## config.mk

```make
export PLATFORM = sky130hd
export DESIGN_NAME = rss_cordic
export DESIGN_NICKNAME = d
export VERILOG_FILES = /design/src/sv/rss_pkg.sv /design/src/sv/rss_cordic.sv
export SDC_FILE = /design/constraint.sdc
export NUM_CORES = 1
export LEC_CHECK = 0
export ABC_AREA = 1
export BUFFER_PORTS_ARGS = -buffer_cell sky130_fd_sc_hd__buf_4
export CAP_MARGIN = 25
export CELL_PAD_IN_SITES_DETAIL_PLACEMENT = 1
export CELL_PAD_IN_SITES_GLOBAL_PLACEMENT = 1
export CORE_ASPECT_RATIO = 0.9
export CORE_MARGIN = 2
export CORE_UTILIZATION = 44
export CTS_CLUSTER_SIZE = 10
export DETAILED_ROUTE_END_ITERATION = 6
export PLACE_DENSITY_LB_ADDON = 0.08
export SYNTH_ARGS = -nofsm -noshare
export SYNTH_HDL_FRONTEND = slang
export SYNTH_SLANG_ARGS = --single-unit
```

## constraint.sdc

```tcl
create_clock -name clk -period 4.7 [get_ports clk]
set_input_delay 0.47 -clock clk [delete_from_list [all_inputs] [get_ports clk]]
set_output_delay 0.47 -clock clk [all_outputs]
set_load 0.05 [all_outputs]
```

## src/sv/rss_pkg.sv

```systemverilog
package rss_pkg;

    localparam int COORD_W   = 24;
    localparam int ANG_W     = 16;
    localparam int DIST_W    = 24;
    localparam int HIT_IDX_W = 5;
    localparam int HIT_CAP   = 32;
    localparam int HIT_CNT_W = 6;
    localparam int HIT_AW    = 5;

    // CORDIC direction vector, scale 2^16
    localparam int DIR_W       = 19;
    localparam int CORDIC_ITER = 15;
    localparam int CORDIC_X0   = 39797;
    localparam int Z_W         = 18;

    localparam int DIFF_W  = COORD_W + 1;
    localparam int MUL_W   = 26;
    localparam int PROD_W  = 2 * MUL_W;
    localparam int DEN_W   = 45;
    localparam int CROSS_W = 51;
    localparam int NUM_W   = CROSS_W + 16;
    localparam int T_W     = 41;
    localparam int T_LO_W  = 21;
    localparam int REM_W   = DEN_W + T_W - 1;
    localparam int ACC_W   = 62;
    localparam int HX_W    = 48;

    localparam int HALF_Q8    = 128;
    localparam int ROUND_Q16  = 32768;
    localparam logic [ANG_W-1:0] HALF_TURN = 16'h8000;
    localparam logic [DIST_W-1:0] DIST_MAX = 24'hFFFFFF;
    localparam logic [ANG_W-1:0] FOV_RESET = 16'd16384;

    localparam logic [1:0] CMD_CLEAR  = 2'd0;
    localparam logic [1:0] CMD_APPEND = 2'd1;
    localparam logic [1:0] CMD_CAST   = 2'd2;

    typedef struct packed {
        logic [1:0]                command;
        logic signed [COORD_W-1:0] seg_start_x;
        logic signed [COORD_W-1:0] seg_start_y;
        logic signed [COORD_W-1:0] seg_end_x;
        logic signed [COORD_W-1:0] seg_end_y;
        logic [ANG_W-1:0]          ray_angle;
        logic signed [COORD_W-1:0] player_x;
        logic signed [COORD_W-1:0] player_y;
        logic [ANG_W-1:0]          player_heading;
    } in_item_t;

    typedef struct packed {
        logic                      hit_valid;
        logic [HIT_IDX_W-1:0]      segment_index;
        logic signed [COORD_W-1:0] hit_x;
        logic signed [COORD_W-1:0] hit_y;
        logic [DIST_W-1:0]         hit_distance;
        logic                      last;
    } out_item_t;

    typedef struct packed {
        logic signed [COORD_W-1:0] sx;
        logic signed [COORD_W-1:0] sy;
        logic signed [COORD_W-1:0] ex;
        logic signed [COORD_W-1:0] ey;
    } seg_entry_t;

    typedef struct packed {
        logic [HIT_IDX_W-1:0]      idx;
        logic signed [COORD_W-1:0] hx;
        logic signed [COORD_W-1:0] hy;
        logic [DIST_W-1:0]         range_q8;
    } hit_entry_t;

    function automatic logic [13:0] atan_step(input logic [3:0] i);
        logic [13:0] r;
        case (i)
            4'd0:    r = 14'd8192;
            4'd1:    r = 14'd4836;
            4'd2:    r = 14'd2555;
            4'd3:    r = 14'd1297;
            4'd4:    r = 14'd651;
            4'd5:    r = 14'd326;
            4'd6:    r = 14'd163;
            4'd7:    r = 14'd81;
            4'd8:    r = 14'd41;
            4'd9:    r = 14'd20;
            4'd10:   r = 14'd10;
            4'd11:   r = 14'd5;
            4'd12:   r = 14'd3;
            4'd13:   r = 14'd1;
            4'd14:   r = 14'd1;
            default: r = 14'd0;
        endcase
        return r;
    endfunction

endpackage

```

## src/sv/rss_cordic.sv

```systemverilog
module rss_cordic
    import rss_pkg::*;
(
    input  logic                    clk,
    input  logic                    rst_n,
    input  logic                    start,
    input  logic [ANG_W-1:0]        angle,
    output logic                    done,
    output logic signed [DIR_W-1:0] dx,
    output logic signed [DIR_W-1:0] dy
);

    logic                    busy_reg;
    logic                    done_reg;
    logic [3:0]              iter_reg;
    logic                    flip_reg;
    logic signed [DIR_W-1:0] x_reg;
    logic signed [DIR_W-1:0] y_reg;
    logic signed [Z_W-1:0]   z_reg;

    logic signed [Z_W-1:0]   z_init;
    logic                    flip_init;
    logic signed [DIR_W-1:0] xs;
    logic signed [DIR_W-1:0] ys;
    logic signed [Z_W-1:0]   step;

    always_comb
    begin
        z_init    = Z_W'($signed(angle));
        flip_init = 1'b0;
        if (z_init > Z_W'(16384))
        begin
            z_init    = z_init - Z_W'(32768);
            flip_init = 1'b1;
        end
        else if (z_init < -Z_W'(16384))
        begin
            z_init    = z_init + Z_W'(32768);
            flip_init = 1'b1;
        end
        xs   = x_reg >>> iter_reg;
        ys   = y_reg >>> iter_reg;
        step = Z_W'(atan_step(iter_reg));
    end

    always_ff @(posedge clk or negedge rst_n)
    begin
        if (!rst_n)
        begin
            busy_reg <= 1'b0;
            done_reg <= 1'b0;
            iter_reg <= '0;
        end
        else
        begin
            done_reg <= 1'b0;
            if (start)
            begin
                busy_reg <= 1'b1;
                iter_reg <= '0;
            end
            else if (busy_reg)
            begin
                iter_reg <= iter_reg + 4'd1;
                if (iter_reg == 4'(CORDIC_ITER - 1))
                begin
                    busy_reg <= 1'b0;
                    done_reg <= 1'b1;
                end
            end
        end
    end

    always_ff @(posedge clk)
    begin
        if (start)
        begin
            x_reg    <= DIR_W'(CORDIC_X0);
            y_reg    <= '0;
            z_reg    <= z_init;
            flip_reg <= flip_init;
        end
        else if (busy_reg)
        begin
            if (z_reg >= 0)
            begin
                x_reg <= x_reg - ys;
                y_reg <= y_reg + xs;
                z_reg <= z_reg - step;
            end
            else
            begin
                x_reg <= x_reg + ys;
                y_reg <= y_reg - xs;
                z_reg <= z_reg + step;
            end
        end
    end

    assign done = done_reg;
    assign dx   = flip_reg ? -x_reg : x_reg;
    assign dy   = flip_reg ? -y_reg : y_reg;

endmodule

```

==> qor.yml, run 1 <==
outcome: "complete, no violations"
hold_path_class: "in2reg"
arrival_ns: 4.54
synth_seq_area_share_pct: 17.20
end_kind: "flip-flop"
drtAntennaViolNets: 0
drt-initial-drc-count: 639
yosysWarningCount: 0
rows: 48
rsz0062_at_grt: "yes"
synth_top_area_share_pct: 15.25
finalHoldViolCount: 0
nets: 1543
yosysMostFrequentCell: "nand2_1"
syn_area_per_cell_um2: 6.143
whs_path_depth: 3
cp-start-kind: "flip-flop"
gp_congestion: 0.9804
max_freq_mhz: 224.8
drive_above_1_share_pct: 12.05
tightestPinTransition_ns: 0.8727
synth_edf_count: 19
syn_nets: 1490
n_antenna_cell: 0
ys_seq_elements: 63
synthDistinctLibCells: 53
slew_headroom_pct: 41.61
required_ns: 4.79
reg2reg_depth: 20
drcViolationCount: 0
cts_buffers: 9
period_share_pct: 94.64
fin_worst_skew_ns: 0.008121
ios: 58
antenna_found_initial: 0
cts.sinks: 63
dp_hpwl_um: 26150
synthTopCellsByArea: "nand2_1, nand3_1, ha_1"
clock_tree.root_cell: "clkbuf_16"
drt_wl_total_um: 33180
fp.dieH_um: 136.7
cp_max_fo: 14
synth_ff_type: "dfxtp_1"
period_needed_ns: 4.448
die_x_um: 151.5
port_buffers: 57
num_vias: 9760
wl_per_cell_um: 19.40
setup_viol: 0
grt_max_degree: 41
fin_tns_setup_ns: 0
maxCapViolations: 0
async_flop_share_pct: 9.524
gr-usage-all-layers_pct: 32.24
clock_latency_ns: 0.36
cts.clk_slew.worst_paths_ns: 0.07
syn_to_final_growth_pct: 13.89
synth.cell_area_um2: 8612
synth_top_cell_by_area: "nand2_1"
htree_levels: 3
initial_core_util_pct: 44.95
design.die.area_um2: 20710
worstSetupPathType: "reg2reg"
drt_first_pass_iters: 5
cts_buffer_depth: 2
core_um2: 19160
via_per_inst: 5.708
cts_tree: "yes"
syn_inst: 1402
ys_top_cells_by_count: "nand2_1, nand3_1, inv_1"
overflow: 0
slew_violations: 0
grt_pass1_vias: 9750
grt_pass1_wl_um: 51680
layout make-up:
type | count | area (um^2)
clock buffers | 9 | 225.2
clock inverters | 7 | 72.57
fillers | 2667 | 9350
inverters | 147 | 555.5
multi-input cells | 1138 | 6372
flip-flops and latches | 63 | 1485
well taps | 250 | 312.8
repair buffers | 96 | 784.5
kinds of logic (layout without fill, tap and decap cells):
group                      count (synthesis)  in the layout  synth area share (%)
adders and majority gates                 69             69                 10.29
buffers and inverters                    201            259                 9.501
AOI/OAI and AO/OA                        263            263                 17.16
xor gates and xnor gates                  94             94                 9.560
and+or+nand+nor                          712            712                 36.29
DFF                                       63             63                 17.20
metal layers:
layer  track usage, %  vias up  routed length [um]
met5                0        -                   0
met4            11.94        0                1181
met3            6.000       69                1830
met2            49.77      243               14500
met1            44.64     4635               15670
li1                 -     4813                   -
path summary, 6_finish.rpt:
kind                                         startpoint                 endpoint  slack, ns
worst max-delay path            iter_reg[3]$_DFFE_PN0P_      z_reg[15]$_DFFE_PP_       0.25
worst min-delay path                           angle[6]       z_reg[6]$_DFFE_PP_       0.39
worst max register to register  iter_reg[3]$_DFFE_PN0P_      z_reg[15]$_DFFE_PP_       0.25
worst min register to register   y_reg[12]$_SDFFE_PP0P_   y_reg[12]$_SDFFE_PP0P_       0.63
max in group asynchronous                         rst_n  iter_reg[1]$_DFFE_PN0P_       4.06
min in group asynchronous                         rst_n       busy_reg$_DFF_PN0_       0.48
worst max-delay path: stages (launching register included):
cell and delay, ns:
dfrtp_1 0.68, inv_1 0.15, buf_4 0.23, nor2_1 0.22, inv_1 0.09, o22ai_1 0.41
nor2_1 0.15, nand3_1 0.15, nor3_2 0.09, nor2_1 0.20, xnor2_1 0.11, ha_1 0.35
nand2_1 0.11, nor2_2 0.14, nand4_1 0.20, o21ai_2 0.25, nand3_1 0.13, o21bai_2 0.18
a31oi_1 0.12, xor2_1 0.14, o21ai_0 0.08
cells in the final DEF, fill, tap and decap left out, types with 9 or more instances in the layout:
cell type / instances
xor2_1: 75
nand3_1: 171
clkbuf_16: 9
edfxtp_1: 19
nand4_1: 16
nand2_1: 349
o22ai_1: 11
ha_1: 66
nor4_1: 9
a31oi_1: 10
nand2_2: 13
buf_4: 90
nor3_1: 21
inv_1: 139
a21oi_1: 98
xnor2_1: 19
o31ai_1: 10
nor2_1: 98
o21ai_0: 92
dfxtp_1: 38
or2_2: 11
what timing repair did:
| item | in CTS | in global routing |
|---|---|---|
| setup endpoints to repair | 3 | 16 |
| pin swaps | 0 | 5 |
| resized for setup | 3 | 23 |
| hold buffers | 1 | 0 |
| endpoints found under the hold margin | 6 | 0 |
| buffers inserted | 0 | 7 |
stage by stage:
step / instance area (um^2) / hold WS (ns) / std cells / setup slack, ns / util, %
2_1_floorplan: 8612 / 0.1744 / 1402 / 0.5171 / -
3_3_place_gp: 9349 / 0.2932 / 1685 / 0.1434 / 48.80
3_5_place_dp: 9376 / 0.2935 / 1686 / -0.1157 / 48.94
4_1_cts: 9689 / 0.3937 / 1703 / 0.06691 / 50.57
5_1_grt: 9808 / 0.4107 / 1710 / -0.07663 / 51.20
6_report: 9808 / 0.3920 / 1710 / 0.2519 / 51.20
Power of run 1 is left out: the tool's default activity adds up to more than one toggle a clock period on the data nets, which glitch-free logic cannot reach.
==> run 2: changes to the inputs <==
- CELL_PAD_IN_SITES_GLOBAL_PLACEMENT: 1 -> 2
- CORE_UTILIZATION: 44 -> 34
==> qor.yml, run 2 (synthesized netlist as in run 1, its figures left out) <==
outcome: "complete, no violations"  # unchanged
grt_use_met3_pct: 2.849  # was 6.000%
period_needed_ns: 4.475  # was 4.448 ns
die_x_um: 171.8  # was 151.5 um
antenna_found_initial: 0  # unchanged
htree_levels: 3  # unchanged
cts_buffers: 9  # unchanged
nets: 1545  # was 1,543
grt_pass1_vias: 9615  # was 9,750
design.die.area_um2: 26620  # was 20,710 um^2
regArea_um2: 1483  # was 1485 um^2
clock_tree.root_cell: "clkbuf_16"  # unchanged
fin_worst_skew_ns: 0.006914  # was 0.008121 ns
via_per_inst: 5.283  # was 5.708
use_met1_pct: 39.03  # was 44.64%
ios: 58  # unchanged
gr-usage-met2_pct: 42.88  # was 49.77%
gr-usage-all-layers_pct: 26.85  # was 32.24%
grt_pass1_wl_um: 54720  # was 51,680 um
overflow: 0  # unchanged
clock_latency_ns: 0.35  # was 0.36 ns
worst_slack_ns: 0.2251  # was 0.2519 ns
cp-start-kind: "flip-flop"  # unchanged
hold_path_class: "in2reg"  # unchanged
slew_headroom_pct: 55.10  # was 41.61%
fp.dieH_um: 155.0  # was 136.7 um
core_um2: 25050  # was 19,160 um^2
tightestPinTransition_ns: 0.6728  # was 0.8727 ns
slew_violations: 0  # unchanged
final_cells: 1804  # was 1,710
cts.clk_slew.worst_paths_ns: 0.06  # was 0.07 ns
required_ns: 4.78  # was 4.79 ns
port_buffers: 57  # unchanged
wl_per_cell_um: 19.60  # was 19.40 um
pre_cts_ws_ns: -0.3018  # was -0.1157 ns
dp_hpwl_um: 28510  # was 26,150 um
layout_commonest_cell: "nand2_1"  # unchanged
cts.sinks: 63  # unchanged
drive_above_1_share_pct: 11.63  # was 12.05%
period_share_pct: 95.21  # was 94.64%
cp_max_fo: 5  # was 14
grt_max_degree: 44  # was 41
cts_tree: "yes"  # unchanged
drcViolationCount: 0  # unchanged
gp_congestion: 0.9194  # was 0.9804
end_kind: "flip-flop"  # unchanged
max_freq_mhz: 223.5  # was 224.8 MHz
worstSetupPathType: "reg2reg"  # unchanged
finalHoldViolCount: 0  # unchanged
syn_to_final_growth_pct: 14.28  # was 13.89%
cts_buffer_depth: 2  # unchanged
num_vias: 9530  # was 9,760
grt.busiest_layer: "met2"  # unchanged
layout_common_cells: "nand2_1, nand3_1, inv_1"  # unchanged
n_fill_cell: 3376  # was 2,667
rows: 55  # was 48
initial_core_util_pct: 34.38  # was 44.95%
setup_viol: 0  # unchanged
rsz0062_at_grt: "yes"  # unchanged
arrival_ns: 4.56  # was 4.54 ns
dp.cells: 1785  # was 1,686
drt_wl_total_um: 35360  # was 33,180 um
maxCapViolations: 0  # unchanged
drt-initial-drc-count: 578  # was 639
multi_input_area_um2: 6341  # was 6372 um^2
n_antenna_cell: 0  # unchanged
drtAntennaViolNets: 0  # unchanged
drt_first_pass_iters: 5  # unchanged
[run 2: path summary, 6_finish.rpt]
path | end | slack, ns | depth (start not counted) | start
hold / removal | z_reg[12]$_DFFE_PP_ | 0.40 | 3 | angle[12]
setup / recovery | z_reg[15]$_DFFE_PP_ | 0.23 | 23 | iter_reg[1]$_DFFE_PN0P_
hold reg to reg | y_reg[2]$_SDFFE_PP0P_ | 0.62 | 2 | y_reg[2]$_SDFFE_PP0P_
min in group asynchronous | busy_reg$_DFF_PN0_ | 0.46 | 2 | rst_n
max in group asynchronous | iter_reg[3]$_DFFE_PN0P_ | 4.09 | 2 | rst_n
setup reg to reg | z_reg[15]$_DFFE_PP_ | 0.23 | 23 | iter_reg[1]$_DFFE_PN0P_
[run 2: cell type report]
class,count,share of cell area (%)
Clock buffer,9,2.288
Clock inverter,7,0.4068
Inverter,147,5.606
Multi-Input combinational cell,1138,64.43
Sequential cell,63,15.06
Tap cell,342,4.348
Timing Repair Buffer,98,7.857
[run 2: critical path, cell delays in order (launching register included)]
cell and delay [ns]:
dfrtp_1 0.41, inv_1 0.11, ha_1 0.21, or2_2 0.29, o21ai_1 0.09, or2_2 0.13
nand2_1 0.06, inv_1 0.08, ha_1 0.14, inv_1 0.06, nor3_2 0.29, nand3b_1 0.20
nand2_1 0.15, xor2_1 0.09, ha_1 0.40, nand2_1 0.13, nor2_2 0.17, nand4_1 0.23
o21ai_2 0.27, nand3_1 0.15, o21bai_2 0.19, a31oi_1 0.12, xor2_1 0.15, o21ai_0 0.10
[run 2: repair_timing]
action / CTS / global route
pin swaps: 0 / 3
hold buffers: 1 / 0
gates resized for setup: 6 / 15
gates cloned: 0 / 0
endpoints found under the hold margin: 6 / 0
setup buffers: 0 / 2
endpoints found under the setup margin: 3 / 14
[run 2: metal layers]
| metal | share of wire, % | up-vias |
|---|---|---|
| li1 | - | 4824 |
| met1 | 51 | 4588 |
| met2 | 45 | 96 |
| met3 | 2.5 | 22 |
| met4 | 1.5 | 0 |
| met5 | 0 | - |
[run 2: per-stage QoR]
step,setup TNS (ns),util (%),instance area [um^2],hold WS (ns)
after floorplan,0,-,8612,0.1744
after global placement,-0.08359,37.84,9479,0.2931
after detailed placement,-0.3900,37.95,9507,0.2916
after CTS,0,39.10,9794,0.3880
after global routing,-0.1329,39.29,9842,0.4159
final,0,39.29,9842,0.3955
Power of run 2 is left out for the same reason.
==> run 3: changes to the inputs <==
- CELL_PAD_IN_SITES_DETAIL_PLACEMENT: 1 -> unset
- CELL_PAD_IN_SITES_GLOBAL_PLACEMENT: 2 -> unset
- CORE_UTILIZATION: 34 -> 50
==> qor.yml, run 3 (synthesized netlist as in run 1, its figures left out) <==
cts.clk_slew.worst_paths_ns: 0.06  # about the same
fin_hold_ws_ns: 0.4063  # was 0.3955 ns
cts_buffers: 9  # unchanged
drcViolationCount: 0  # unchanged
layout_common_cells: "nand2_1, nand3_1, inv_1"  # unchanged
grt_max_degree: 44  # unchanged
n_antenna_cell: 0  # unchanged
slew_headroom_pct: 55.15  # was 55.10%
core_um2: 16890  # was 25,050 um^2
worst_slack_ns: 0.3761  # was 0.2251 ns
fp.dieH_um: 128.5  # was 155.0 um
reg2reg_depth: 23  # unchanged
max_freq_mhz: 231.3  # was 223.5 MHz
layout_commonest_cell: "nand2_1"  # unchanged
period_needed_ns: 4.324  # was 4.475 ns
drive_above_1_share_pct: 10.43  # was 11.63%
num_vias: 9498  # was 9,530
slew_violations: 0  # unchanged
outcome: "complete, no violations"  # unchanged
rows: 45  # was 55
period_share_pct: 92.00  # was 95.21%
drt_first_pass_iters: 7  # was 5
end_kind: "flip-flop"  # unchanged
hold_path_class: "in2reg"  # unchanged
antenna_found_initial: 0  # unchanged
r2r_start: "iter_reg[0]$_DFFE_PN0P_"  # was iter_reg[1]$_DFFE_PN0P_
maxCapViolations: 0  # unchanged
via_per_inst: 5.725  # was 5.283
dp_hpwl_um: 22150  # was 28,510 um
clock_latency_ns: 0.34  # was 0.35 ns
drt-initial-drc-count: 693  # was 578
cts_buffer_depth: 2  # unchanged
drt_wl_total_um: 28000  # was 35,360 um
drtAntennaViolNets: 0  # unchanged
hold_start: "angle[1]"  # was angle[12]
grt_pass1_wl_um: 44620  # was 54,720 um
gp_congestion: 0.9785  # was 0.9194
port_buffers: 57  # unchanged
setup_viol: 0  # unchanged
ios: 58  # unchanged
timing.rr.end: "z_reg[15]$_DFFE_PP_"  # unchanged
reg2reg_slack_ns: 0.38  # was 0.23 ns
pre_cts_ws_ns: 0.1910  # was -0.3018 ns
tightestPinTransition_ns: 0.6703  # was 0.6728 ns
finalHoldViolCount: 0  # unchanged
whs_path_depth: 3  # unchanged
cts_tree: "yes"  # unchanged
cts.sinks: 63  # unchanged
design.die.area_um2: 18290  # was 26,620 um^2
initial_core_util_pct: 50.99  # was 34.38%
nets: 1531  # was 1,545
clock_tree.root_cell: "clkbuf_16"  # unchanged
cp_max_fo: 36  # was 5
arrival_ns: 4.40  # was 4.56 ns
syn_to_final_growth_pct: 11.77  # was 14.28%
required_ns: 4.78  # about the same
worstSetupPathType: "reg2reg"  # unchanged
grt_pass1_vias: 8401  # was 9,615
gr-usage-all-layers_pct: 30.93  # was 26.85%
worst_hold_path.endpoint: "z_reg[1]$_DFFE_PP_"  # was z_reg[12]$_DFFE_PP_
fin_worst_skew_ns: 0.007306  # was 0.006914 ns
die_x_um: 142.3  # was 171.8 um
cp-start-kind: "flip-flop"  # unchanged
overflow: 0  # unchanged
wl_per_cell_um: 16.88  # was 19.60 um
htree_levels: 3  # unchanged
run 3: metrics by stage:
| stage | TNS, ns | cell area, um^2 | util (%) | std cells |
|---|---|---|---|---|
| floorplan | 0 | 8612 | - | 1402 |
| global placement | 0 | 9243 | 54.72 | 1640 |
| detailed placement | 0 | 9258 | 54.81 | 1641 |
| CTS | 0 | 9582 | 56.73 | 1658 |
| global route | -0.01186 | 9625 | 56.99 | 1659 |
| finish | 0 | 9625 | 56.99 | 1659 |
run 3: final cells by class:
class | count | area (um^2)
clock buffer | 10 | 229.0
sequential | 63 | 1481
tap | 211 | 264.0
clock inverter | 6 | 85.08
multi-input combinational | 1138 | 6341
fill | 1742 | 7266
timing repair buffer | 84 | 673.1
inverter | 147 | 551.8
run 3: per-layer routing:
layer  vias to the layer above  share of wire (%)  global-route usage (%)
met5                         -                  0                       0
met3                        52                8.1                   5.545
met2                       339                 42                   46.43
met1                      4319                 47                   45.12
li1                       4788                  -                       -
met4                         0                2.9                   9.610
run 3: repair_timing:
item                       in CTS  in global routing
hold buffers                    1                  0
setup buffers                   0                  1
setup endpoints to repair       0                  9
gates resized for setup         0                 14
hold endpoints to repair        6                  0
run 3: worst max path at each step:
stage	from	end	slack (ns)	cells past startpoint
2_1_floorplan	iter_reg[0]$_DFFE_PN0P_	z_reg[14]$_DFFE_PP_	0.52	29
6_report	iter_reg[0]$_DFFE_PN0P_	z_reg[15]$_DFFE_PP_	0.38	23
4_1_cts	iter_reg[1]$_DFFE_PN0P_	x_reg[18]$_SDFFE_PP0P_	0.17	27
3_3_place_gp	iter_reg[1]$_DFFE_PN0P_	x_reg[18]$_SDFFE_PP0P_	0.23	24
3_5_place_dp	iter_reg[1]$_DFFE_PN0P_	x_reg[18]$_SDFFE_PP0P_	0.19	24
5_1_grt	iter_reg[2]$_DFFE_PN0P_	y_reg[15]$_SDFFE_PP0P_	-0.01	27
run 3: critical path: stages, from the launching register on:
cell      delay [ns]
dfrtp_1         0.41
inv_2           0.14
buf_12          0.21
ha_1            0.19
o21ai_1         0.07
or2_2           0.28
nand2_1         0.07
inv_1           0.05
ha_1            0.19
inv_1           0.08
nor3_2          0.06
nand3b_1        0.19
nand2_1         0.12
xor2_1          0.16
ha_1            0.36
nand2_1         0.08
nor2_1          0.16
nand4_1         0.15
o21ai_1         0.26
nand3_1         0.16
o21bai_1        0.28
a31oi_1         0.14
xor2_1          0.14
o21ai_0         0.08
Power of run 3 is left out for the same reason.
