--- src/sv/rss_pkg.sv ---
package rss_pkg;

    localparam int COORD_W   = 24;
    localparam int ANG_W     = 16;
    localparam int DIST_W    = 24;
    localparam int HIT_IDX_W = 5;
    localparam int HIT_CAP   = 32;
    localparam int HIT_CNT_W = 6;
    localparam int HIT_AW    = 5;

    // CORDIC direction vector, scale 2^16
    localparam int DIR_W       = 19;
    localparam int CORDIC_ITER = 15;
    localparam int CORDIC_X0   = 39797;
    localparam int Z_W         = 18;

    localparam int DIFF_W  = COORD_W + 1;
    localparam int MUL_W   = 26;
    localparam int PROD_W  = 2 * MUL_W;
    localparam int DEN_W   = 45;
    localparam int CROSS_W = 51;
    localparam int NUM_W   = CROSS_W + 16;
    localparam int T_W     = 41;
    localparam int T_LO_W  = 21;
    localparam int REM_W   = DEN_W + T_W - 1;
    localparam int ACC_W   = 62;
    localparam int HX_W    = 48;

    localparam int HALF_Q8    = 128;
    localparam int ROUND_Q16  = 32768;
    localparam logic [ANG_W-1:0] HALF_TURN = 16'h8000;
    localparam logic [DIST_W-1:0] DIST_MAX = 24'hFFFFFF;
    localparam logic [ANG_W-1:0] FOV_RESET = 16'd16384;

    localparam logic [1:0] CMD_CLEAR  = 2'd0;
    localparam logic [1:0] CMD_APPEND = 2'd1;
    localparam logic [1:0] CMD_CAST   = 2'd2;

    typedef struct packed {
        logic [1:0]                command;
        logic signed [COORD_W-1:0] seg_start_x;
        logic signed [COORD_W-1:0] seg_start_y;
        logic signed [COORD_W-1:0] seg_end_x;
        logic signed [COORD_W-1:0] seg_end_y;
        logic [ANG_W-1:0]          ray_angle;
        logic signed [COORD_W-1:0] player_x;
        logic signed [COORD_W-1:0] player_y;
        logic [ANG_W-1:0]          player_heading;
    } in_item_t;

    typedef struct packed {
        logic                      hit_valid;
        logic [HIT_IDX_W-1:0]      segment_index;
        logic signed [COORD_W-1:0] hit_x;
        logic signed [COORD_W-1:0] hit_y;
        logic [DIST_W-1:0]         hit_distance;
        logic                      last;
    } out_item_t;

    typedef struct packed {
        logic signed [COORD_W-1:0] sx;
        logic signed [COORD_W-1:0] sy;
        logic signed [COORD_W-1:0] ex;
        logic signed [COORD_W-1:0] ey;
    } seg_entry_t;

    typedef struct packed {
        logic [HIT_IDX_W-1:0]      idx;
        logic signed [COORD_W-1:0] hx;
        logic signed [COORD_W-1:0] hy;
        logic [DIST_W-1:0]         range_q8;
    } hit_entry_t;

    function automatic logic [13:0] atan_step(input logic [3:0] i);
        logic [13:0] r;
        case (i)
            4'd0:    r = 14'd8192;
            4'd1:    r = 14'd4836;
            4'd2:    r = 14'd2555;
            4'd3:    r = 14'd1297;
            4'd4:    r = 14'd651;
            4'd5:    r = 14'd326;
            4'd6:    r = 14'd163;
            4'd7:    r = 14'd81;
            4'd8:    r = 14'd41;
            4'd9:    r = 14'd20;
            4'd10:   r = 14'd10;
            4'd11:   r = 14'd5;
            4'd12:   r = 14'd3;
            4'd13:   r = 14'd1;
            4'd14:   r = 14'd1;
            default: r = 14'd0;
        endcase
        return r;
    endfunction

endpackage

--- src/sv/rss_div.sv ---
module rss_div
    import rss_pkg::*;
(
    input  logic             clk,
    input  logic             rst_n,
    input  logic             start,
    input  logic [NUM_W-1:0] num,
    input  logic [DEN_W-1:0] den,
    output logic             done,
    output logic [T_W-1:0]   quo
);

    logic             busy_reg;
    logic             done_reg;
    logic [5:0]       bit_reg;
    logic [REM_W-1:0] rem_reg;
    logic [REM_W-1:0] ds_reg;
    logic [T_W-1:0]   quo_reg;

    logic             sat;
    logic             fits;

    // A quotient of 2^40 or more saturates at once.
    assign sat  = REM_W'(num) >= {den, {(T_W-1){1'b0}}};
    assign fits = rem_reg >= ds_reg;

    always_ff @(posedge clk or negedge rst_n)
    begin
        if (!rst_n)
        begin
            busy_reg <= 1'b0;
            done_reg <= 1'b0;
            bit_reg  <= '0;
        end
        else
        begin
            done_reg <= 1'b0;
            if (start)
            begin
                bit_reg  <= 6'(T_W - 2);
                busy_reg <= !sat;
                done_reg <= sat;
            end
            else if (busy_reg)
            begin
                bit_reg <= bit_reg - 6'd1;
                if (bit_reg == '0)
                begin
                    busy_reg <= 1'b0;
                    done_reg <= 1'b1;
                end
            end
        end
    end

    always_ff @(posedge clk)
    begin
        if (start)
        begin
            rem_reg <= REM_W'(num);
            ds_reg  <= REM_W'({den, {(T_W-2){1'b0}}});
            quo_reg <= sat ? {1'b1, {(T_W-1){1'b0}}} : '0;
        end
        else if (busy_reg)
        begin
            ds_reg <= ds_reg >> 1;
            if (fits)
            begin
                rem_reg          <= rem_reg - ds_reg;
                quo_reg[bit_reg] <= 1'b1;
            end
        end
    end

    assign done = done_reg;
    assign quo  = quo_reg;

endmodule

--- config.mk ---
export PLATFORM = sky130hd
export DESIGN_NAME = rss_div
export DESIGN_NICKNAME = d
export VERILOG_FILES = /design/src/sv/rss_pkg.sv /design/src/sv/rss_div.sv
export SDC_FILE = /design/constraint.sdc
export NUM_CORES = 1
export LEC_CHECK = 0
export BUFFER_PORTS_ARGS = -buffer_cell sky130_fd_sc_hd__clkbuf_2
export CAP_MARGIN = 20
export CORE_UTILIZATION = 55
export CTS_CLUSTER_DIAMETER = 60
export DETAILED_ROUTE_END_ITERATION = 6
export PLACE_DENSITY = 0.78
export SYNTH_ARGS = -nofsm -noshare
export SYNTH_HDL_FRONTEND = slang
export SYNTH_SLANG_ARGS = --single-unit
--- constraint.sdc ---
create_clock -name clk -period 5.9 [get_ports clk]
set_input_delay 1.18 -clock clk [delete_from_list [all_inputs] [get_ports clk]]
set_output_delay 1.18 -clock clk [all_outputs]
set_load 0.02 [all_outputs]
==> reports/qor.json, run 1 <==
{
  "antenna_found_initial": {"value": 0},
  "detail_route.first_pass.iterations": {"value": 5},
  "final_period_minus_worst_setup_slack": {"value": 4.70, "unit": "ns"},
  "timing.slew.headroom": {"value": 25.3, "unit": "%"},
  "grt_start_max_net_pins": {"value": 120},
  "startpoint": {"value": "ds_reg[6]$_SDFFE_PP0P_"},
  "share_comb_of_total_power": {"value": 52.7, "unit": "%"},
  "dp_slack": {"value": 1.24, "unit": "ns"},
  "place.detailed.instances": {"value": 2159},
  "worstSkewPairLatency": {"value": 0.54, "unit": "ns"},
  "finish.utilization": {"value": 62.7, "unit": "%"},
  "tritoncts.num_buffers": {"value": 26},
  "critPathArrivalTime": {"value": 4.88, "unit": "ns"},
  "yosysTopAreaCellShare": {"value": 30.3, "unit": "%"},
  "start_util": {"value": 56.2, "unit": "%"},
  "cts.sink_count": {"value": 218},
  "postPlaceCellArea": {"value": 16000, "unit": "um^2"},
  "cts-root-to-sink-buffers": {"value": 3},
  "post_layout_nonfiller_instances": {"value": 2208},
  "h-tree-depth": {"value": 1},
  "die_h": {"value": 168, "unit": "um"},
  "power.total": {"value": 8.55, "unit": "mW"},
  "vias_per_cell": {"value": 6.05},
  "report.final.slew_viol_count": {"value": 0},
  "core.rowCount": {"value": 60},
  "globalRouteTotalUtil": {"value": 27.7, "unit": "%"},
  "die_x": {"value": 168, "unit": "um"},
  "netlist.top_cell.by_area": {"value": "sky130_fd_sc_hd__edfxtp_1"},
  "crit_required": {"value": 6.09, "unit": "ns"},
  "cp-end-kind": {"value": "flop"},
  "crit_type": {"value": "flop to flop"},
  "setup_tns": {"value": 0, "unit": "ns"},
  "average_instance_area_after_synthesis": {"value": 8.58, "unit": "um^2"},
  "hold_slack": {"value": 0.461, "unit": "ns"},
  "synth-seq-area-share": {"value": 39.2, "unit": "%"},
  "clkPwrFrac": {"value": 18.9, "unit": "%"},
  "status": {"value": "finished clean"},
  "crit_share_post_route": {"value": 79.6, "unit": "%"},
  "cts_post_setup_buffers_inserted": {"value": 0},
  "powerDensity": {"value": 507, "unit": "nW/um^2"},
  "cts-resized-gates": {"value": 0},
  "synthTopCellsByArea": {"value": "sky130_fd_sc_hd__edfxtp_1 30%, sky130_fd_sc_hd__ha_1 9.3%, sky130_fd_sc_hd__dfxtp_1 7.5%, sky130_fd_sc_hd__nand2_1 5.7%, sky130_fd_sc_hd__a21oi_1 5.3%"},
  "overflow": {"value": 0},
  "die-area": {"value": 28200, "unit": "um^2"},
  "clkSlewWorstSetupHoldPaths": {"value": 0.06, "unit": "ns"},
  "synth_seq_cells": {"value": 218},
  "drt_iter0_drc": {"value": 1162},
  "max_cap_viol_count": {"value": 0},
  "crit_path_start_kind": {"value": "flop"},
  "io_pins": {"value": 157},
  "layout_setup_ws": {"value": 1.20, "unit": "ns"},
  "wl_per_cell": {"value": 17.8, "unit": "um"},
  "route.vias.total": {"value": 13400},
  "nNetsFinal": {"value": 2075},
  "synthMostInstantiatedCell": {"value": "sky130_fd_sc_hd__nand2_1"},
  "syn_area": {"value": 15100, "unit": "um^2"},
  "power.switching_fraction": {"value": 43.1, "unit": "%"},
  "synthFlopType": {"value": "sky130_fd_sc_hd__edfxtp_1"},
  "yosysWarningCount": {"value": 0},
  "area_growth": {"value": 11.5, "unit": "%"},
  "wirelength": {"value": 39300, "unit": "um"},
  "synth-edff-count": {"value": 153},
  "grt_pass1_wl": {"value": 63800, "unit": "um"},
  "timing.clock.skew": {"value": 0.0105, "unit": "ns"},
  "synth_cell_types": {"value": 75},
  "switching_power": {"value": 3.69, "unit": "mW"},
  "timing.critical_path.slowest_stage_cell": {"value": "sky130_fd_sc_hd__nand2_4"},
  "drt.antenna.violating_nets": {"value": 0},
  "leakagePower": {"value": 7.45, "unit": "nW"},
  "path_delay_family": {"value": "compound AO/OA/AOI/OAI gates"},
  "antennaDiodeCount": {"value": 0},
  "syn-instance-count": {"value": 1764},
  "async_flop_share": {"value": 3.67, "unit": "%"},
  "core-area": {"value": 27000, "unit": "um^2"},
  "tritoncts_clock_tree": {"value": "done"},
  "achievable-frequency": {"value": 213, "unit": "MHz"},
  "timing.critical_path.cells": {"value": "inv_1, ha_1, a21o_2, a21oi_1, or3_1, o21ba_2, o211ai_4, o2111ai_4, a211oi_4, o2111ai_2, and2_1, nand2_4, buf_12"},
  "grt_setup_unrepaired": {"value": "no"},
  "slowest_delay": {"value": 0.60, "unit": "ns"},
  "worst_hold_startpoint": {"value": "rem_reg[67]$_SDFFE_PP0P_"},
  "layout.filler_cells": {"value": 2322},
  "layout-drive-gt1-share": {"value": 12.2, "unit": "%"},
  "worstPathMaxFanout": {"value": 67},
  "master_cell_of_the_clock_root_buffer": {"value": "sky130_fd_sc_hd__clkbuf_16"},
  "synth_common_cells": {"value": "231 x sky130_fd_sc_hd__nand2_1, 159 x sky130_fd_sc_hd__a21oi_1, 153 x sky130_fd_sc_hd__edfxtp_1, 142 x sky130_fd_sc_hd__nor2_1, 141 x sky130_fd_sc_hd__inv_1"},
  "postCtsHoldBufs": {"value": 0},
  "number_of_setup_violations_in_the_final_report": {"value": 0},
  "tightestPinTransition": {"value": 1.12, "unit": "ns"},
  "dp_hpwl": {"value": 29100, "unit": "um"},
  "share_seq_of_total_power": {"value": 28.4, "unit": "%"},
  "detail_route.drc_violations": {"value": 0},
  "critical_path_buf_inv_count": {"value": 2},
  "irDropWorstVdd": {"value": 0.234, "unit": "mV"},
  "flip_flop_count_of_the_largest_register_all_copies_and_words_added": {"value": 85},
  "buffer_ports.inserted": {"value": 156},
  "synth.net_count": {"value": 1992},
  "min-delay-path-class": {"value": "flop to flop"},
  "finalInstanceArea": {"value": 16900, "unit": "um^2"},
  "first_global_vias": {"value": 12900},
  "power_report.internal_total": {"value": 4.86, "unit": "mW"},
  "final_hold_viol_count": {"value": 0},
  "worst_r2r_startpoint": {"value": "ds_reg[6]$_SDFFE_PP0P_"},
  "place.gp.congestion": {"value": 0.946}
}
==> placed cells by master, fill, tap and decap left out, types with 8 or more instances in the layout <==
cell / count
sky130_fd_sc_hd__a31oi_1: 15
sky130_fd_sc_hd__clkbuf_2: 155
sky130_fd_sc_hd__nor2b_1: 9
sky130_fd_sc_hd__dfxtp_1: 57
sky130_fd_sc_hd__a21oi_1: 159
sky130_fd_sc_hd__o31ai_1: 52
sky130_fd_sc_hd__xor2_1: 32
sky130_fd_sc_hd__a21o_1: 50
sky130_fd_sc_hd__nand2b_1: 13
sky130_fd_sc_hd__nor4_1: 21
sky130_fd_sc_hd__nor2_1: 142
sky130_fd_sc_hd__o21ai_1: 18
sky130_fd_sc_hd__ha_1: 112
sky130_fd_sc_hd__edfxtp_1: 153
sky130_fd_sc_hd__nand3_1: 25
sky130_fd_sc_hd__inv_1: 141
sky130_fd_sc_hd__o21a_1: 10
sky130_fd_sc_hd__clkbuf_16: 27
sky130_fd_sc_hd__nor3_1: 28
sky130_fd_sc_hd__and3_1: 8
sky130_fd_sc_hd__xnor2_1: 45
sky130_fd_sc_hd__nand2_1: 229
sky130_fd_sc_hd__o21ai_0: 114
sky130_fd_sc_hd__mux2i_1: 39
sky130_fd_sc_hd__o21bai_1: 22
sky130_fd_sc_hd__nand4_1: 50
==> worst paths after layout <==
check	endpoint	slack [ns]	cells past startpoint
worst max-delay path	rem_reg[40]$_DFFE_PP_	1.20	13
worst min-delay path	rem_reg[67]$_SDFFE_PP0P_	0.46	2
worst max register to register	rem_reg[40]$_DFFE_PP_	1.20	13
worst min register to register	rem_reg[67]$_SDFFE_PP0P_	0.46	2
max in group asynchronous	busy_reg$_DFF_PN0_	5.23	1
min in group asynchronous	bit_reg[4]$_DFFE_PN0P_	0.48	1
==> layer usage <==
| layer | track usage [%] | up-vias | wire length (um) |
|---|---|---|---|
| li1 | - | 6517 | - |
| met1 | 36.8 | 6268 | 17200 |
| met2 | 46.3 | 493 | 18000 |
| met3 | 4.04 | 88 | 2690 |
| met4 | 9.61 | 0 | 1340 |
| met5 | 0 | - | 0 |
==> worst min-delay path, stage by stage (launching register included) <==
cell and delay (ns):
sky130_fd_sc_hd__dfxtp_1 0.31, sky130_fd_sc_hd__nand2_1 0.06, sky130_fd_sc_hd__a21oi_1 0.05
==> power by group through the flow <==
stage	logic [mW]	registers (mW)	clock network (mW)
after global placement	4.34	2.44	0
final	4.51	2.43	1.61
after CTS	4.44	2.43	1.64
after global routing	4.96	2.48	1.69
after detailed placement	4.40	2.46	0
after floorplan	3.21	2.60	0
==> logic make-up (layout without fill, tap and decap cells) <==
logic type,after synthesis,count (layout),synth area share [%]
xor gates and xnor gates,77,77,4.45
buffers and inverters,252,355,6.36
muxes,40,40,2.65
DFF,218,218,39.2
adders and majority gates,113,113,9.39
and+or+nand+nor,560,560,16.8
AOI/OAI and AO/OA,504,504,21.1
==> final cells by class <==
type | instances | area (um^2) | share of cell area (%)
flip-flops and latches | 218 | 5940 | 35.2
well taps | 341 | 427 | 2.53
clock inverters | 10 | 98.8 | 0.585
inverters | 143 | 537 | 3.18
repair buffers | 164 | 861 | 5.10
clock buffers | 38 | 777 | 4.60
multi-input cells | 1294 | 8250 | 48.9
(Power assumes the default switching activity.)
==> run 2, diff against run 1 <==
CORE_UTILIZATION = 60   (was 55)
PLACE_DENSITY = 0.81   (was 0.78)
clock period = 4.5 ns   (was 5.9 ns; I/O delays follow)
==> run 2 against run 1 <==
The run now ends with design-rule violations left. Clock-buffer cell count is 3 lower. First-iteration DRC count is 8.1% lower. Die area is 8.2% lower. Final cell count is 0.54% lower. Combinational power is 32% higher. Core utilization is 6.1 points higher. Flip-flop and latch count stayed put. Power is 31% higher.
==> reports/qor.json, run 2 (synthesis results as in run 1) <==
{
  "wl_met1": {"value": 16900, "unit": "um", "change": "-2.0%"},
  "final_hold_viol_count": {"value": 0, "change": "unchanged"},
  "tightestPinTransition": {"value": 1.01, "unit": "ns", "change": "-0.108 ns"},
  "worstReg2RegEnd": {"value": "rem_reg[50]$_DFFE_PP_"},
  "route.vias.total": {"value": 13500, "change": "+1.0%"},
  "final_period_minus_worst_setup_slack": {"value": 4.08, "unit": "ns"},
  "report.final.slew_viol_count": {"value": 0, "change": "unchanged"},
  "drt_iter0_drc": {"value": 1068, "change": "-8.1%"},
  "timing.clock.skew": {"value": 0.0120, "unit": "ns", "change": "+0.00156 ns"},
  "irDropWorstVdd": {"value": 0.380, "unit": "mV", "change": "+63%"},
  "dp_slack": {"value": 0.0532, "unit": "ns", "change": "-1.19 ns"},
  "first_global_vias": {"value": 12900, "change": "+0.031%"},
  "crit_cells": {"value": 12, "change": "-1"},
  "timing.critical_path.cells": {"value": "clkbuf_2, inv_1, ha_1, nor4b_1, nand4_1, nor4_1, nand3_1, o211ai_1, a221oi_1, o31ai_1, nand4_1, o21ai_0"},
  "drt.antenna.violating_nets": {"value": 0, "change": "unchanged"},
  "timing.critical_path.slowest_stage_cell": {"value": "sky130_fd_sc_hd__nor4_1"},
  "crit_share_post_route": {"value": 90.6, "unit": "%"},
  "tritoncts.num_buffers": {"value": 26, "change": "unchanged"},
  "powerDensity": {"value": 664, "unit": "nW/um^2", "change": "+31%"},
  "core-area": {"value": 24500, "unit": "um^2", "change": "-9.0%"},
  "dp_hpwl": {"value": 29100, "unit": "um", "change": "-0.15%"},
  "critical_path_buf_inv_count": {"value": 2, "change": "unchanged"},
  "antennaDiodeCount": {"value": 0, "change": "unchanged"},
  "status": {"value": "finished with violations"},
  "power.total": {"value": 11.2, "unit": "mW", "change": "+31%"},
  "postPlaceCellArea": {"value": 16000, "unit": "um^2", "change": "+0.21%"},
  "r2r_slack": {"value": 0.44, "unit": "ns", "change": "-0.76 ns"},
  "worst_r2r_startpoint": {"value": "ds_reg[6]$_SDFFE_PP0P_"},
  "path_delay_family": {"value": "simple AND/OR/NAND/NOR gates"},
  "nNetsFinal": {"value": 2080, "change": "+0.24%"},
  "worstSetupEndpoint": {"value": "quo[40]$_DFFE_PP_"},
  "cts_post_setup_buffers_inserted": {"value": 0, "change": "unchanged"},
  "slowest_delay": {"value": 0.76, "unit": "ns", "change": "+0.16 ns"},
  "critical-path-top-cell-by-count": {"value": "sky130_fd_sc_hd__nand4_1"},
  "finalInstanceArea": {"value": 16900, "unit": "um^2", "change": "about the same"},
  "wl_met2": {"value": 18800, "unit": "um", "change": "+4.6%"},
  "cts.sink_count": {"value": 218, "change": "unchanged"},
  "die_h": {"value": 161, "unit": "um", "change": "-4.2%"},
  "grt_pass1_wl": {"value": 64500, "unit": "um", "change": "+0.98%"},
  "min-delay-path-class": {"value": "input port to asynchronous set/reset pin"},
  "grt_setup_unrepaired": {"value": "no"},
  "place.detailed.instances": {"value": 2146, "change": "-0.60%"},
  "cts-resized-gates": {"value": 0, "change": "unchanged"},
  "worstPathMaxFanout": {"value": 3, "change": "-96%"},
  "buffer_ports.inserted": {"value": 156, "change": "unchanged"},
  "area_growth": {"value": 11.5, "unit": "%", "change": "about the same"},
  "achievable-frequency": {"value": 245, "unit": "MHz"},
  "clkSlewWorstSetupHoldPaths": {"value": 0.06, "unit": "ns", "change": "about the same"},
  "layout_commonest_cell": {"value": "sky130_fd_sc_hd__nand2_1"},
  "crit_required": {"value": 4.88, "unit": "ns", "change": "-1.21 ns"},
  "crit_path_start_kind": {"value": "input port"},
  "critPathArrivalTime": {"value": 4.45, "unit": "ns", "change": "-0.43 ns"},
  "post_layout_nonfiller_instances": {"value": 2196, "change": "-0.54%"},
  "finish.utilization": {"value": 68.8, "unit": "%", "change": "+6.1 points"},
  "layout-drive-gt1-share": {"value": 12.2, "unit": "%", "change": "+0.021 points"},
  "cts-root-to-sink-buffers": {"value": 3, "change": "unchanged"},
  "number_of_setup_violations_in_the_final_report": {"value": 0, "change": "unchanged"},
  "reg2regPathDepth": {"value": 13, "change": "unchanged"},
  "flip_flop_count_of_the_largest_register_all_copies_and_words_added": {"value": 85, "change": "unchanged"},
  "wirelength": {"value": 39600, "unit": "um", "change": "+0.82%"},
  "setup_tns": {"value": 0, "unit": "ns", "change": "unchanged"},
  "max_cap_viol_count": {"value": 0, "change": "unchanged"},
  "detail_route.drc_violations": {"value": 1, "change": "+1"},
  "worstSkewPairLatency": {"value": 0.54, "unit": "ns", "change": "about the same"},
  "overflow": {"value": 0, "change": "unchanged"},
  "start_util": {"value": 61.7, "unit": "%", "change": "+5.5 points"},
  "globalRouteTotalUtil": {"value": 30.4, "unit": "%", "change": "+2.7 points"},
  "layout_setup_ws": {"value": 0.424, "unit": "ns", "change": "-0.780 ns"},
  "cp-end-kind": {"value": "flop"},
  "detail_route.first_pass.iterations": {"value": 7, "change": "+2"},
  "die_x": {"value": 161, "unit": "um", "change": "-4.2%"},
  "startpoint": {"value": "den[1]"},
  "tritoncts_clock_tree": {"value": "done"},
  "vias_per_cell": {"value": 6.15, "change": "+1.5%"},
  "master_cell_of_the_clock_root_buffer": {"value": "sky130_fd_sc_hd__clkbuf_16"},
  "layout_common_cells": {"value": "229 x sky130_fd_sc_hd__nand2_1, 159 x sky130_fd_sc_hd__a21oi_1, 155 x sky130_fd_sc_hd__clkbuf_2"},
  "h-tree-depth": {"value": 1, "change": "unchanged"},
  "grt_start_max_net_pins": {"value": 202, "change": "+68%"},
  "postCtsHoldBufs": {"value": 0, "change": "unchanged"},
  "metal3_wl": {"value": 2720, "unit": "um", "change": "+1.4%"},
  "failed_checks": {"value": "design-rule violations"},
  "wl_per_cell": {"value": 18.0, "unit": "um", "change": "+1.4%"},
  "io_pins": {"value": 157, "change": "unchanged"},
  "core.rowCount": {"value": 57, "change": "-5.0%"},
  "dr.max_layer_used": {"value": "met4"},
  "crit_type": {"value": "input port to flop"},
  "hold_slack": {"value": 0.197, "unit": "ns", "change": "-0.263 ns"},
  "leakagePower": {"value": 7.47, "unit": "nW", "change": "+0.18%"},
  "die-area": {"value": 25900, "unit": "um^2", "change": "-8.2%"},
  "antenna_found_initial": {"value": 0, "change": "unchanged"},
  "place.gp.congestion": {"value": 0.947, "change": "about the same"},
  "timing.slew.headroom": {"value": 32.0, "unit": "%", "change": "+6.7 points"}
}
## run 2: changes by cell type in the layout (fill, tap and decap cells not counted), sizes merged
cell	previous run	this run
buf	9	14
clkinvlp	3	1
clkinv	6	7
inv	143	147
clkbuf	193	190
## run 2: metal layers
layer  vias up  global-route usage, %
met5         -                      0
met3        91                   3.77
met1      6360                   40.6
li1       6511                      -
met4         0                   9.99
met2       537                   51.3
## run 2: final cells by class
type,count,area [um^2]
Multi-Input combinational cell,1294,8250
Fill cell,1996,7660
Sequential cell,218,5940
Timing Repair Buffer,169,921
Clock buffer,35,704
Inverter,143,537
Tap cell,324,405
Clock inverter,13,119
## run 2: worst min-delay path by stage
stage | end | slack, ns | cells past startpoint
floorplan | rem_reg[67]$_SDFFE_PP0P_ | 0.44 | 2
global placement | rem_reg[68]$_SDFFE_PP0P_ | 0.44 | 2
detailed placement | rem_reg[75]$_SDFFE_PP0P_ | 0.45 | 2
CTS | bit_reg[1]$_DFFE_PN0P_ | 0.19 | 1
global route | bit_reg[4]$_DFFE_PN0P_ | 0.20 | 1
finish | bit_reg[1]$_DFFE_PN0P_ | 0.20 | 1
## run 2: power breakdown
group / internal, mW / leakage (nW) / total (mW) / switching [mW]
combinational: 2.20 / 4.89 / 5.97 / 3.77
clock: 1.17 / 0.401 / 2.05 / 0.877
sequential: 2.94 / 2.18 / 3.20 / 0.255
